==> src/rtl/ntp_broadcast_server_tracker_top_macros.svh <==
// Assertion macros used by the tracker top-level RTL.
// Depends on nothing; included by files that carry assertions.
`ifndef NTP_BROADCAST_SERVER_TRACKER_TOP_MACROS_SVH
`define NTP_BROADCAST_SERVER_TRACKER_TOP_MACROS_SVH
// Check that a condition implies a consequence in the same cycle.
`define NBST_ASSERT_IMP(lbl, ante, cons) \
  lbl: assert property (@(posedge clk) disable iff (!rst_n) (ante) |-> (cons)) \
    else $error("assertion failed");
// Check that a condition implies a consequence in the next cycle.
`define NBST_ASSERT_NEXT(lbl, ante, cons) \
  lbl: assert property (@(posedge clk) disable iff (!rst_n) (ante) |=> (cons)) \
    else $error("assertion failed");
`endif

==> src/rtl/nbst_pkg.sv <==
// Package for the NTP broadcast server tracker: word types, codes, constants.
// Depends on nothing.
package nbst_pkg;
  localparam int MaxServers = 8;
  localparam int SlotW = $clog2(MaxServers);
  localparam int CountW = $clog2(MaxServers + 1);

  localparam logic [9:0] HeaderBytes = 10'd48;
  localparam logic [2:0] ModeBroadcast = 3'd5;
  localparam logic [31:0] UnixEpochDelta = 32'd2208988800;
  localparam logic [19:0] UsPerSecond = 20'd1000000;

  localparam logic [2:0] RejNone = 3'd0;
  localparam logic [2:0] RejShort = 3'd1;
  localparam logic [2:0] RejMode = 3'd2;
  localparam logic [2:0] RejAuth = 3'd3;
  localparam logic [2:0] RejFull = 3'd4;

  localparam logic OpPacket = 1'b0;
  localparam logic OpSweep = 1'b1;

  localparam logic [0:0] RegRequireAuth = 1'b0;

  typedef struct packed {
    logic        operation;
    logic [31:0] now_seconds;
    logic [31:0] source_address;
    logic [9:0]  packet_length;
    logic [7:0]  mode_byte;
    logic [7:0]  stratum_in;
    logic [31:0] reference_id;
    logic [31:0] transmit_seconds;
    logic [31:0] transmit_fraction;
  } in_word_t;

  typedef struct packed {
    logic        accepted;
    logic [2:0]  reject_code;
    logic [2:0]  slot;
    logic signed [31:0] srv_offset;
    logic [31:0] interval_seconds;
    logic [7:0]  reach_bits;
  } out_word_t;

  // One table entry as held in the entry memory.
  typedef struct packed {
    logic [31:0] address;
    logic [7:0]  stratum;
    logic [31:0] reference;
    logic [31:0] last_seen;
    logic [31:0] interval;
    logic [7:0]  reach;
    logic        reachable;
    logic [31:0] offset;
  } entry_t;
endpackage

==> src/rtl/nbst_offset.sv <==
// Offset unit: server minus local time in microseconds, two registered stages.
// Depends on nbst_pkg.
module nbst_offset (
  input  logic        clk,
  input  logic        load,
  input  logic [31:0] transmit_seconds,
  input  logic [31:0] transmit_fraction,
  input  logic [31:0] now_seconds,
  output logic [31:0] ofs_micro
);
  logic [31:0] sec_diff_r;
  logic [51:0] frac_prod_r;
  logic [31:0] offset_r;

  // Stage one: seconds difference and fraction scale; stage two: combine.
  // Only the low 32 bits survive, so the seconds product is kept mod 2^32.
  always_ff @(posedge clk) begin
    if (load) begin
      sec_diff_r  <= transmit_seconds - nbst_pkg::UnixEpochDelta - now_seconds;
      frac_prod_r <= 52'(transmit_fraction) * 52'(nbst_pkg::UsPerSecond);
    end
    offset_r <= 32'(sec_diff_r * 32'(nbst_pkg::UsPerSecond)) + 32'(frac_prod_r[51:32]);
  end

  assign ofs_micro = offset_r;
endmodule

==> src/rtl/ntp_broadcast_server_tracker_top.sv <==
// Top level of the NTP broadcast server tracker: control, entry memory, APB port.
// Depends on nbst_pkg, nbst_offset and the assertion macro header.
`include "ntp_broadcast_server_tracker_top_macros.svh"
// A packet or sweep word is taken when start is high and busy is low; busy
// then stays high until the word is done. A packet gives exactly one result
// word on out_valid for a single cycle, which the receiver cannot stall; a
// sweep gives none. The entry table sits in one synchronous memory with a
// registered read, and the control walks it one entry per read, in two steps
// per entry (read, then compare). A packet that fails the header checks is
// rejected from the first busy state. A packet's work runs through the
// search, the read-modify-write, the two-stage offset unit and the output
// register; a full table rejects at the end of the search. The result word
// strobes in the same cycle as busy falls. A sweep walks the stored entries
// in the same read-then-check way. There is no clearing pass after reset: new
// entries are written in full when created, and only entries below the count
// are read.
module ntp_broadcast_server_tracker_top (
  input  logic                 clk,
  input  logic                 rst_n,
  input  logic                 start,
  output logic                 busy,
  input  nbst_pkg::in_word_t   in_word,
  output logic                 out_valid,
  output nbst_pkg::out_word_t  out_word,
  input  logic                 cfg_psel,
  input  logic                 cfg_penable,
  input  logic                 cfg_pwrite,
  input  logic [1:0]           cfg_paddr,
  input  logic [31:0]          cfg_pwdata,
  output logic [31:0]          cfg_prdata,
  output logic                 cfg_pready
);
  typedef enum logic [3:0] {
    S_IDLE, S_SRD, S_SCMP, S_UPD_RD, S_UPD, S_OFS1, S_OFS2, S_OUT,
    S_WRD, S_WCHK
  } state_t;

  state_t state_r;
  nbst_pkg::in_word_t item_r;
  logic require_auth_r;
  logic [nbst_pkg::CountW-1:0] count_r;
  logic [nbst_pkg::CountW-1:0] idx_r;
  logic found_r;
  logic out_valid_r;
  nbst_pkg::out_word_t out_r;

  // Entry memory, one read and one write port.
  nbst_pkg::entry_t mem [nbst_pkg::MaxServers];
  nbst_pkg::entry_t rd_q;
  logic [nbst_pkg::SlotW-1:0] rd_addr;
  logic we;
  logic [nbst_pkg::SlotW-1:0] wr_addr;
  nbst_pkg::entry_t wr_data;

  always_ff @(posedge clk) begin
    if (we) begin
      mem[wr_addr] <= wr_data;
    end
    rd_q <= mem[rd_addr];
  end

  // Load the offset unit from the held word in each S_SRD state of a packet.
  logic [31:0] ofs_val;
  nbst_offset u_offset (
    .clk              (clk),
    .load             (state_r == S_SRD),
    .transmit_seconds (item_r.transmit_seconds),
    .transmit_fraction(item_r.transmit_fraction),
    .now_seconds      (item_r.now_seconds),
    .ofs_micro        (ofs_val)
  );

  // Configuration port: write at access phase, with pready tied high.
  logic cfg_wr;
  assign cfg_wr = cfg_psel && cfg_penable && cfg_pwrite;
  assign cfg_pready = 1'b1;
  assign cfg_prdata = (cfg_paddr == {nbst_pkg::RegRequireAuth, 1'b0}) ?
                      {31'd0, require_auth_r} : 32'd0;

  // Packet checks on the held word.
  logic [2:0] chk_code;
  always_comb begin
    if (item_r.packet_length < nbst_pkg::HeaderBytes) begin
      chk_code = nbst_pkg::RejShort;
    end else if (item_r.mode_byte[2:0] != nbst_pkg::ModeBroadcast) begin
      chk_code = nbst_pkg::RejMode;
    end else if (require_auth_r && item_r.packet_length <= nbst_pkg::HeaderBytes) begin
      chk_code = nbst_pkg::RejAuth;
    end else begin
      chk_code = nbst_pkg::RejNone;
    end
  end

  logic [nbst_pkg::SlotW-1:0] slot;
  assign slot = idx_r[nbst_pkg::SlotW-1:0];

  // Entry update, computed from the read entry.
  nbst_pkg::entry_t upd;
  logic [31:0] sample;
  logic [34:0] avg;
  logic [33:0] three_iv;
  logic stale;
  always_comb begin
    sample = item_r.now_seconds - rd_q.last_seen;
    avg = ({3'd0, rd_q.interval} << 3) - {3'd0, rd_q.interval} + {3'd0, sample};
    three_iv = {2'd0, rd_q.interval} + {1'd0, rd_q.interval, 1'b0};
    stale = {2'd0, sample} > three_iv;
    upd = rd_q;
    if (!found_r) begin
      upd = '0;
      upd.address = item_r.source_address;
    end
    upd.stratum = item_r.stratum_in;
    upd.reference = item_r.reference_id;
    if (found_r) begin
      upd.interval = (rd_q.interval == 32'd0) ? sample : avg[34:3];
    end
    upd.last_seen = item_r.now_seconds;
    upd.reach = {upd.reach[6:0], 1'b1};
    upd.reachable = 1'b1;
  end

  always_comb begin
    rd_addr = slot;
    we = 1'b0;
    wr_addr = slot;
    wr_data = upd;
    if (state_r == S_UPD) begin
      we = 1'b1;
    end else if (state_r == S_OFS2) begin
      // Write the offset from the offset unit back into the same entry.
      we = 1'b1;
      wr_data = rd_q;
      wr_data.offset = ofs_val;
    end else if (state_r == S_WCHK && stale) begin
      we = 1'b1;
      wr_data = rd_q;
      wr_data.reach = {rd_q.reach[6:0], 1'b0};
      if (rd_q.reach[6:0] == 7'd0) begin
        wr_data.reachable = 1'b0;
      end
    end
  end

  always_ff @(posedge clk) begin
    if (!rst_n) begin
      state_r <= S_IDLE;
      require_auth_r <= 1'b0;
      count_r <= '0;
      out_valid_r <= 1'b0;
      idx_r <= '0;
      found_r <= 1'b0;
    end else begin
      out_valid_r <= 1'b0;
      if (cfg_wr && cfg_paddr == {nbst_pkg::RegRequireAuth, 1'b0}) begin
        require_auth_r <= cfg_pwdata[0];
      end
      unique case (state_r)
        S_IDLE: begin
          if (start) begin
            item_r <= in_word;
            idx_r <= '0;
            found_r <= 1'b0;
            state_r <= (in_word.operation == nbst_pkg::OpSweep) ? S_WRD : S_SRD;
          end
        end
        S_SRD: begin
          // Reject now, or search (address already issued).
          if (chk_code != nbst_pkg::RejNone) begin
            out_r <= '{accepted: 1'b0, reject_code: chk_code, slot: 3'd0,
                       srv_offset: 32'sd0, interval_seconds: 32'd0, reach_bits: 8'd0};
            out_valid_r <= 1'b1;
            state_r <= S_IDLE;
          end else if (idx_r == count_r) begin
            if (count_r == nbst_pkg::CountW'(nbst_pkg::MaxServers)) begin
              out_r <= '{accepted: 1'b0, reject_code: nbst_pkg::RejFull, slot: 3'd0,
                         srv_offset: 32'sd0, interval_seconds: 32'd0, reach_bits: 8'd0};
              out_valid_r <= 1'b1;
              state_r <= S_IDLE;
            end else begin
              count_r <= count_r + nbst_pkg::CountW'(1);
              state_r <= S_UPD_RD;
            end
          end else begin
            state_r <= S_SCMP;
          end
        end
        S_SCMP: begin
          if (rd_q.address == item_r.source_address) begin
            found_r <= 1'b1;
            state_r <= S_UPD;
          end else begin
            idx_r <= idx_r + nbst_pkg::CountW'(1);
            state_r <= S_SRD;
          end
        end
        S_UPD_RD: state_r <= S_UPD;
        S_UPD: begin
          out_r <= '{accepted: 1'b1, reject_code: nbst_pkg::RejNone, slot: 3'(slot),
                     srv_offset: 32'sd0, interval_seconds: upd.interval,
                     reach_bits: upd.reach};
          state_r <= S_OFS1;
        end
        S_OFS1: state_r <= S_OFS2;
        S_OFS2: begin
          out_r.srv_offset <= ofs_val;
          state_r <= S_OUT;
        end
        S_OUT: begin
          out_valid_r <= 1'b1;
          state_r <= S_IDLE;
        end
        S_WRD: state_r <= (idx_r == count_r) ? S_IDLE : S_WCHK;
        S_WCHK: begin
          idx_r <= idx_r + nbst_pkg::CountW'(1);
          state_r <= S_WRD;
        end
        default: state_r <= S_IDLE;
      endcase
    end
  end

  assign busy = (state_r != S_IDLE);
  assign out_valid = out_valid_r;
  assign out_word = out_r;

  `NBST_ASSERT_IMP(a_count_range, 1'b1, count_r <= nbst_pkg::CountW'(nbst_pkg::MaxServers))
  `NBST_ASSERT_IMP(a_idx_range, busy, idx_r <= count_r)
  `NBST_ASSERT_NEXT(a_out_one_cycle, out_valid_r, !out_valid_r)
  `NBST_ASSERT_IMP(a_out_idle, out_valid_r, state_r == S_IDLE)
endmodule
==> config.mk <==
export PLATFORM = sky130hd
export DESIGN_NAME = ntp_broadcast_server_tracker_top
export DESIGN_NICKNAME = d
export VERILOG_FILES = /design/src/rtl/nbst_pkg.sv /design/src/rtl/nbst_offset.sv /design/src/rtl/ntp_broadcast_server_tracker_top.sv
export VERILOG_INCLUDE_DIRS = /design/src /design/src/rtl
export SDC_FILE = /design/constraint.sdc
export NUM_CORES = 2
export LEC_CHECK = 0
export ABC_CLOCK_PERIOD_IN_PS = 19000
export BUFFER_PORTS_ARGS = -buffer_cell sky130_fd_sc_hd__buf_2
export CAP_MARGIN = 30
export CORE_ASPECT_RATIO = 1.75
export CORE_UTILIZATION = 50
export CTS_CLUSTER_DIAMETER = 150
export DETAILED_ROUTE_END_ITERATION = 10
export GPL_ROUTABILITY_DRIVEN = 0
export MAX_ROUTING_LAYER = met4
export PLACE_DENSITY = 0.77
export SLEW_MARGIN = 10
export SYNTH_ARGS = -nofsm -noshare
export SYNTH_HDL_FRONTEND = slang
export SYNTH_HIERARCHICAL = 1
export SYNTH_SLANG_ARGS = --single-unit
==> constraint.sdc <==
create_clock -name clk -period 19 [get_ports clk]
set_input_delay 0.95 -clock clk [delete_from_list [all_inputs] [get_ports clk]]
set_output_delay 0.95 -clock clk [all_outputs]
set_load 0.05 [all_outputs]
Word-level counts from Yosys, hierarchy flattened
Memory sizes are Yosys's and may differ from the RTL's. A register that Yosys moved wholly into a read port is not among the register bits.
Cells that the tools add are included.
- RAM bits: 1416
- ROM bits: 0
- memories kept: 1
- output and inout port bits: 114
- input bits: 227
- latch bits: 0
- flip-flop bits (word level): 385
- word-level logic and storage cells: 119
- mux-type cells: 40
- multipliers: 2
- divide/modulo/power cells: 0
- shift operators: 0
- add/subtract/negate cells: 9
- reductions and logical operators: 21
- magnitude comparators: 3
- equality and inequality tests: 18
- bitwise gates (word level): 2
- memories (name ; words ; width ; read ports ; clocked after Yosys merged registers in ; wr ports ; line ; RTL):
    mem ; 8 ; 177 ; 1 ; 1 ; 1 ; ntp_broadcast_server_tracker_top.sv:48 ; nbst_pkg::entry_t mem [nbst_pkg::MaxServers];
- operators by type and width (operator ; count):
    $mux W177 ; 4
    $mux W79 ; 3
    $pmux W32 S3 ; 1
    $pmux W40 S2 ; 1
    $mux W32 ; 2
    $sub A32 B32 Y32 ; 2
    $mul A32 B14 Y46 const B ; 1
    $pmux W4 S9 ; 1
    $add A35 B32 Y35 ; 1
    $sub A35 B32 Y35 ; 1
    $add A32 B33 Y34 ; 1
    $gt A32 B34 Y1 ; 1
    $add A32 B20 Y32 ; 1
    $eq A32 B32 Y1 ; 1
    $logic_not A32 Y1 ; 1
    $mul A32 B14 Y26 const B ; 1
    $sub A32 B32 Y32 const B ; 1
    $mux W4 ; 7
    $eq A4 B3 Y1 const B ; 4
    $pmux W7 S2 ; 1
    $eq A4 B4 Y1 const B ; 3
    $mux W1 ; 12
    $pmux W4 S3 ; 1
    $reduce_and A4 Y1 ; 3
    other kinds (20) ; 40

Depth between registers and ports, before layout
- depth after elaboration: 8
- mapped depth: 24

Cells and area by module
Netlist, hierarchy kept.
- modules (own cells, without submodules) (module ; cells each ; instances ; sequential area each (um^2) ; area an instance (um^2)):
    ntp_broadcast_server_tracker_top ; 3174 ; 1 ; 33682.3 ; 48106.1
    nbst_offset ; 1386 ; 1 ; 2021.9 ; 14098.5

Least setup slack after synthesis
No wires, ideal clock.
- path type: flip-flop to flip-flop
- from: register, netlist name rd_q[51]
- to: memory mem[3][100] (netlist name), enable pin
- arrival: 11.529 ns
- clock period less this slack: 12.220 ns
- setup slack: 6.780 ns
- buffers on the path: 1
- stages on the path, launching flop included: 23
- cells stage by stage: dfxtp_1 inv_1 ha_1 nand2_1 o311a_1 o221a_2 o21a_1 o311a_1 o21ai_0 a31o_2 nor4_1 a211o_1 ha_1 nand4_1 nor3_1 and3_1 a2111o_1 a21oi_2 o211ai_1 mux2_4 and2_0 clkbuf_1 nor3_1
- longest elaborated chain between the ends: 8
- RTL lines (element ; line ; RTL):
    $add A32 B33 Y34 ; ntp_broadcast_server_tracker_top.sv:106 ; three_iv = {2'd0, rd_q.interval} + {1'd0, rd_q.interval, 1'b0};
    $gt A32 B34 Y1 ; ntp_broadcast_server_tracker_top.sv:107 ; stale = {2'd0, sample} > three_iv;
    $logic_and A1 B1 Y1 ; ntp_broadcast_server_tracker_top.sv:135 ; end else if (state_r == S_WCHK && stale) begin
    $mux W1 ; ntp_broadcast_server_tracker_top.sv:135 ;
    $mux W1 ; ntp_broadcast_server_tracker_top.sv:130 ; end else if (state_r == S_OFS2) begin
    $mux W1 ; ntp_broadcast_server_tracker_top.sv:128 ; if (state_r == S_UPD) begin
    $mux W1 ; ntp_broadcast_server_tracker_top.sv:56 ; if (we) begin
    $mux W1 (implied by the code) ; ntp_broadcast_server_tracker_top.sv:57 ; mem[wr_addr] <= wr_data;
    end: declaration ; ntp_broadcast_server_tracker_top.sv:48 ;
No other way between the ends.

Worst setup path after layout
- from: register item_r[154] (netlist name)
- to: memory mem[7][162] (netlist name), enable pin
- longest elaborated chain between the ends: 8
- RTL lines (element ; line ; RTL):
    start: declaration ; ntp_broadcast_server_tracker_top.sv:39 ; nbst_pkg::in_word_t item_r;
    start signal: assignment ; ntp_broadcast_server_tracker_top.sv:161 ; item_r <= in_word;
    $sub A32 B32 Y32 ; ntp_broadcast_server_tracker_top.sv:104 ; sample = item_r.now_seconds - rd_q.last_seen;
    $gt A32 B34 Y1 ; ntp_broadcast_server_tracker_top.sv:107 ;
    $logic_and A1 B1 Y1 ; ntp_broadcast_server_tracker_top.sv:135 ;
    $mux W1 ; ntp_broadcast_server_tracker_top.sv:135 ;
    $mux W1 ; ntp_broadcast_server_tracker_top.sv:130 ;
    $mux W1 ; ntp_broadcast_server_tracker_top.sv:128 ;
    $mux W1 ; ntp_broadcast_server_tracker_top.sv:56 ;
    $mux W1 (implied by the code) ; ntp_broadcast_server_tracker_top.sv:57 ;
No other way between the ends.

==> run metrics <==
first-pass GRT wire length=228000 µm; layout cells sized above 1=11.8%; Post-Syn Instances=4554; Reg area=0.0355 mm²; Detailed Route Iter0 Violations=2848; clock share of power=23.7%; status=finished clean; hold path cells=0; Setup crit start kind=register; CTS Hold Bufs=0; Worst Hold End=u_offset/ofs_micro[0]; pin count of the biggest net entering global routing=104; switching share of power=35.9%; clk buf depth=3; multi-input logic area=0.0241 mm²; P_sw=3320 µW; CP arrival=9100 ps; pin slew with the least headroom to its limit=1020 ps; initial antenna violation count=2; crit path max fanout=50; pwr/cell area=135 mW/mm²; final-report max-slew violation count=0; CTS root buffer=clkbuf_16; Setup Crit Path Kind=register to register; final setup vio count=0; total grt overflow=0; Reg2Reg Depth=23; Rel. slew slack=31.5%; max-cap violation count=0; clk_lat worst skew=760 ps; H-tree Lvls=3; Mean Syn Cell Area=13.6 µm²; hold_sp=u_offset/frac_prod_r[32]; die height=468 µm; Inserted Clock Buffers=105; element type at the critical path end=register; I/O Pins=341; post-CTS sizing=0; Final Hold Violating Endpoints=0; Logic pwr share=42.0%; Layout Nets=5681; port bufs=226; post-route ant nets=0; vias in the first global route=39800; Clock Pin Slew Worst Setup and Hold Paths=70 ps; Internal=5940 µW; GRT Util Overall=25.0%; reg-to-reg critical path startpoint=item_r[154]; Final Cycle Share=46.0%; Synth Cell Area=0.0620 mm²; Fmax=114 MHz; Clock Skew=41.6 ps; Top Layer Used=met4; Routed met3 length=9120 µm; Worst R2R Setup Slack=10260 ps; synthesis-to-layout area growth=10.6%; core area=0.123 mm²; final-layout fill cell count=9614; Min-Delay Path Class=register to register; CTS tree=built; setup TNS=0 ps; Flop pwr share=34.3%; vias per cell=5.91; setup bufs post-CTS=0; M1 WL=53500 µm; utilization after layout=55.9%; min Tclk post-route=8740 ps; Worst IR Drop VDD=0.149 mV; 1st-pass router iterations=8; RSZ-0062 raised after global routing=no; drc violations=0; vias=38500; Rows=170; Yosys warning count=6; worst hold margin=342 ps; Starting Density=50.5%; die area=0.126 mm²; CTS Sinks=1233; post-DP HPWL=99200 µm; Required @ worst endpoint=19360 ps; DR WL/cell=23.2 µm; final wirelength=151000 µm; die width=268 µm; worst reg2reg endpoint=mem[7][162]; met2 WL post-DR=80500 µm; LEAKAGE=0.0262 µW
worst max-delay path, cell delays in order, from the launching register on:
cell	delay, ps
edfxtp_1	450
inv_1	100
ha_1	200
inv_1	70
fa_1	430
a211oi_1	330
o211ai_1	210
a211oi_1	650
o211ai_1	200
a21oi_1	250
xor2_1	760
inv_1	100
ha_1	310
nand4_1	110
nor4_1	500
a32oi_1	270
a21oi_2	230
o211ai_1	110
mux2_4	380
and2_0	260
buf_6	190
nor2b_4	490
buf_4	760
buf_4	870
power by group through the flow:
stage / Sequential, µW / Combinational, µW / Clock [µW]
6_report: 3180 / 3890 / 2200
5_1_grt: 3190 / 4380 / 2320
4_1_cts: 3180 / 3880 / 2230
3_5_place_dp: 3240 / 3860 / 0
3_3_place_gp: 3230 / 3750 / 0
2_1_floorplan: 3220 / 3060 / 0
per-stage QoR:
step	setup WS (ps)	cell area [µm²]	cells	total power, µW
global placement	10370	65000	6314	6980
global route	9940	68600	6519	9880
floorplan	6780	62100	4584	6280
detailed placement	10290	65000	6316	7090
finish	10260	68600	6519	9260
CTS	10270	68500	6515	9290
registers in the layout (all words and copies together), names as in the netlist:
signal,flops
idx_r,4
state_r,4
out_word,78
u_offset/frac_prod_r,20
item_r,135
u_offset/sec_diff_r,26
count_r,4
out_valid,1
mem,824
found_r,1
u_offset/ofs_micro,32
rd_q,103
require_auth_r,1
how the worst max path moves through the flow:
stage	from	slack (ps)	end
final	item_r[154]	10260	mem[7][162]
after global routing	item_r[154]	9940	mem[7][103]
after CTS	item_r[154]	10270	mem[7][150]
after detailed placement	item_r[154]	10290	mem[7][151]
after global placement	item_r[154]	10370	mem[7][154]
after floorplan	rd_q[51]	6780	mem[3][100]
cell usage in the layout, fill, tap and decap left out, types with 9 or more instances in the layout:
| cell | count |
|---|---|
| dfxtp_1 | 150 |
| conb_1 | 32 |
| or3_1 | 9 |
| clkinv_2 | 18 |
| nand3_1 | 41 |
| a21o_1 | 68 |
| ha_1 | 430 |
| nor4_1 | 12 |
| mux2_2 | 37 |
| nand2b_1 | 21 |
| xnor2_1 | 152 |
| a22oi_1 | 415 |
| o22ai_1 | 11 |
| nor2b_1 | 22 |
| clkbuf_8 | 15 |
| mux2_4 | 41 |
| buf_2 | 226 |
| nand4_1 | 136 |
| and2_1 | 59 |
| edfxtp_1 | 1083 |
| nand2_1 | 132 |
| inv_1 | 486 |
| o21a_1 | 30 |
| xor2_1 | 71 |
| buf_4 | 45 |
| a31oi_1 | 17 |
| fa_1 | 233 |
| o21ai_0 | 97 |
| and3_1 | 18 |
| clkbuf_1 | 22 |
| o21bai_1 | 28 |
| a211oi_1 | 25 |
| o211ai_1 | 38 |
| clkbuf_16 | 110 |
| a21oi_1 | 169 |
| nor3_1 | 30 |
| nor2_1 | 130 |
| mux2i_1 | 24 |
per-layer routing:
| metal | track usage, % | vias to the layer above |
|---|---|---|
| li1 | - | 17400 |
| met1 | 26.3 | 19200 |
| met2 | 45.0 | 1559 |
| met3 | 3.32 | 403 |
| met4 | 13.4 | 0 |
| met5 | - | - |
final cells by class:
class	instances	share of cell area, %
Inverter	486	2.66
Timing Repair Buffer	276	2.30
Antenna cell	2	0.00730
Clock buffer	147	4.43
Multi-Input combinational cell	2689	35.1
Tap cell	1634	2.98
Clock inverter	52	0.755
Sequential cell	1233	51.8
Power figures use the tool's default switching activity.
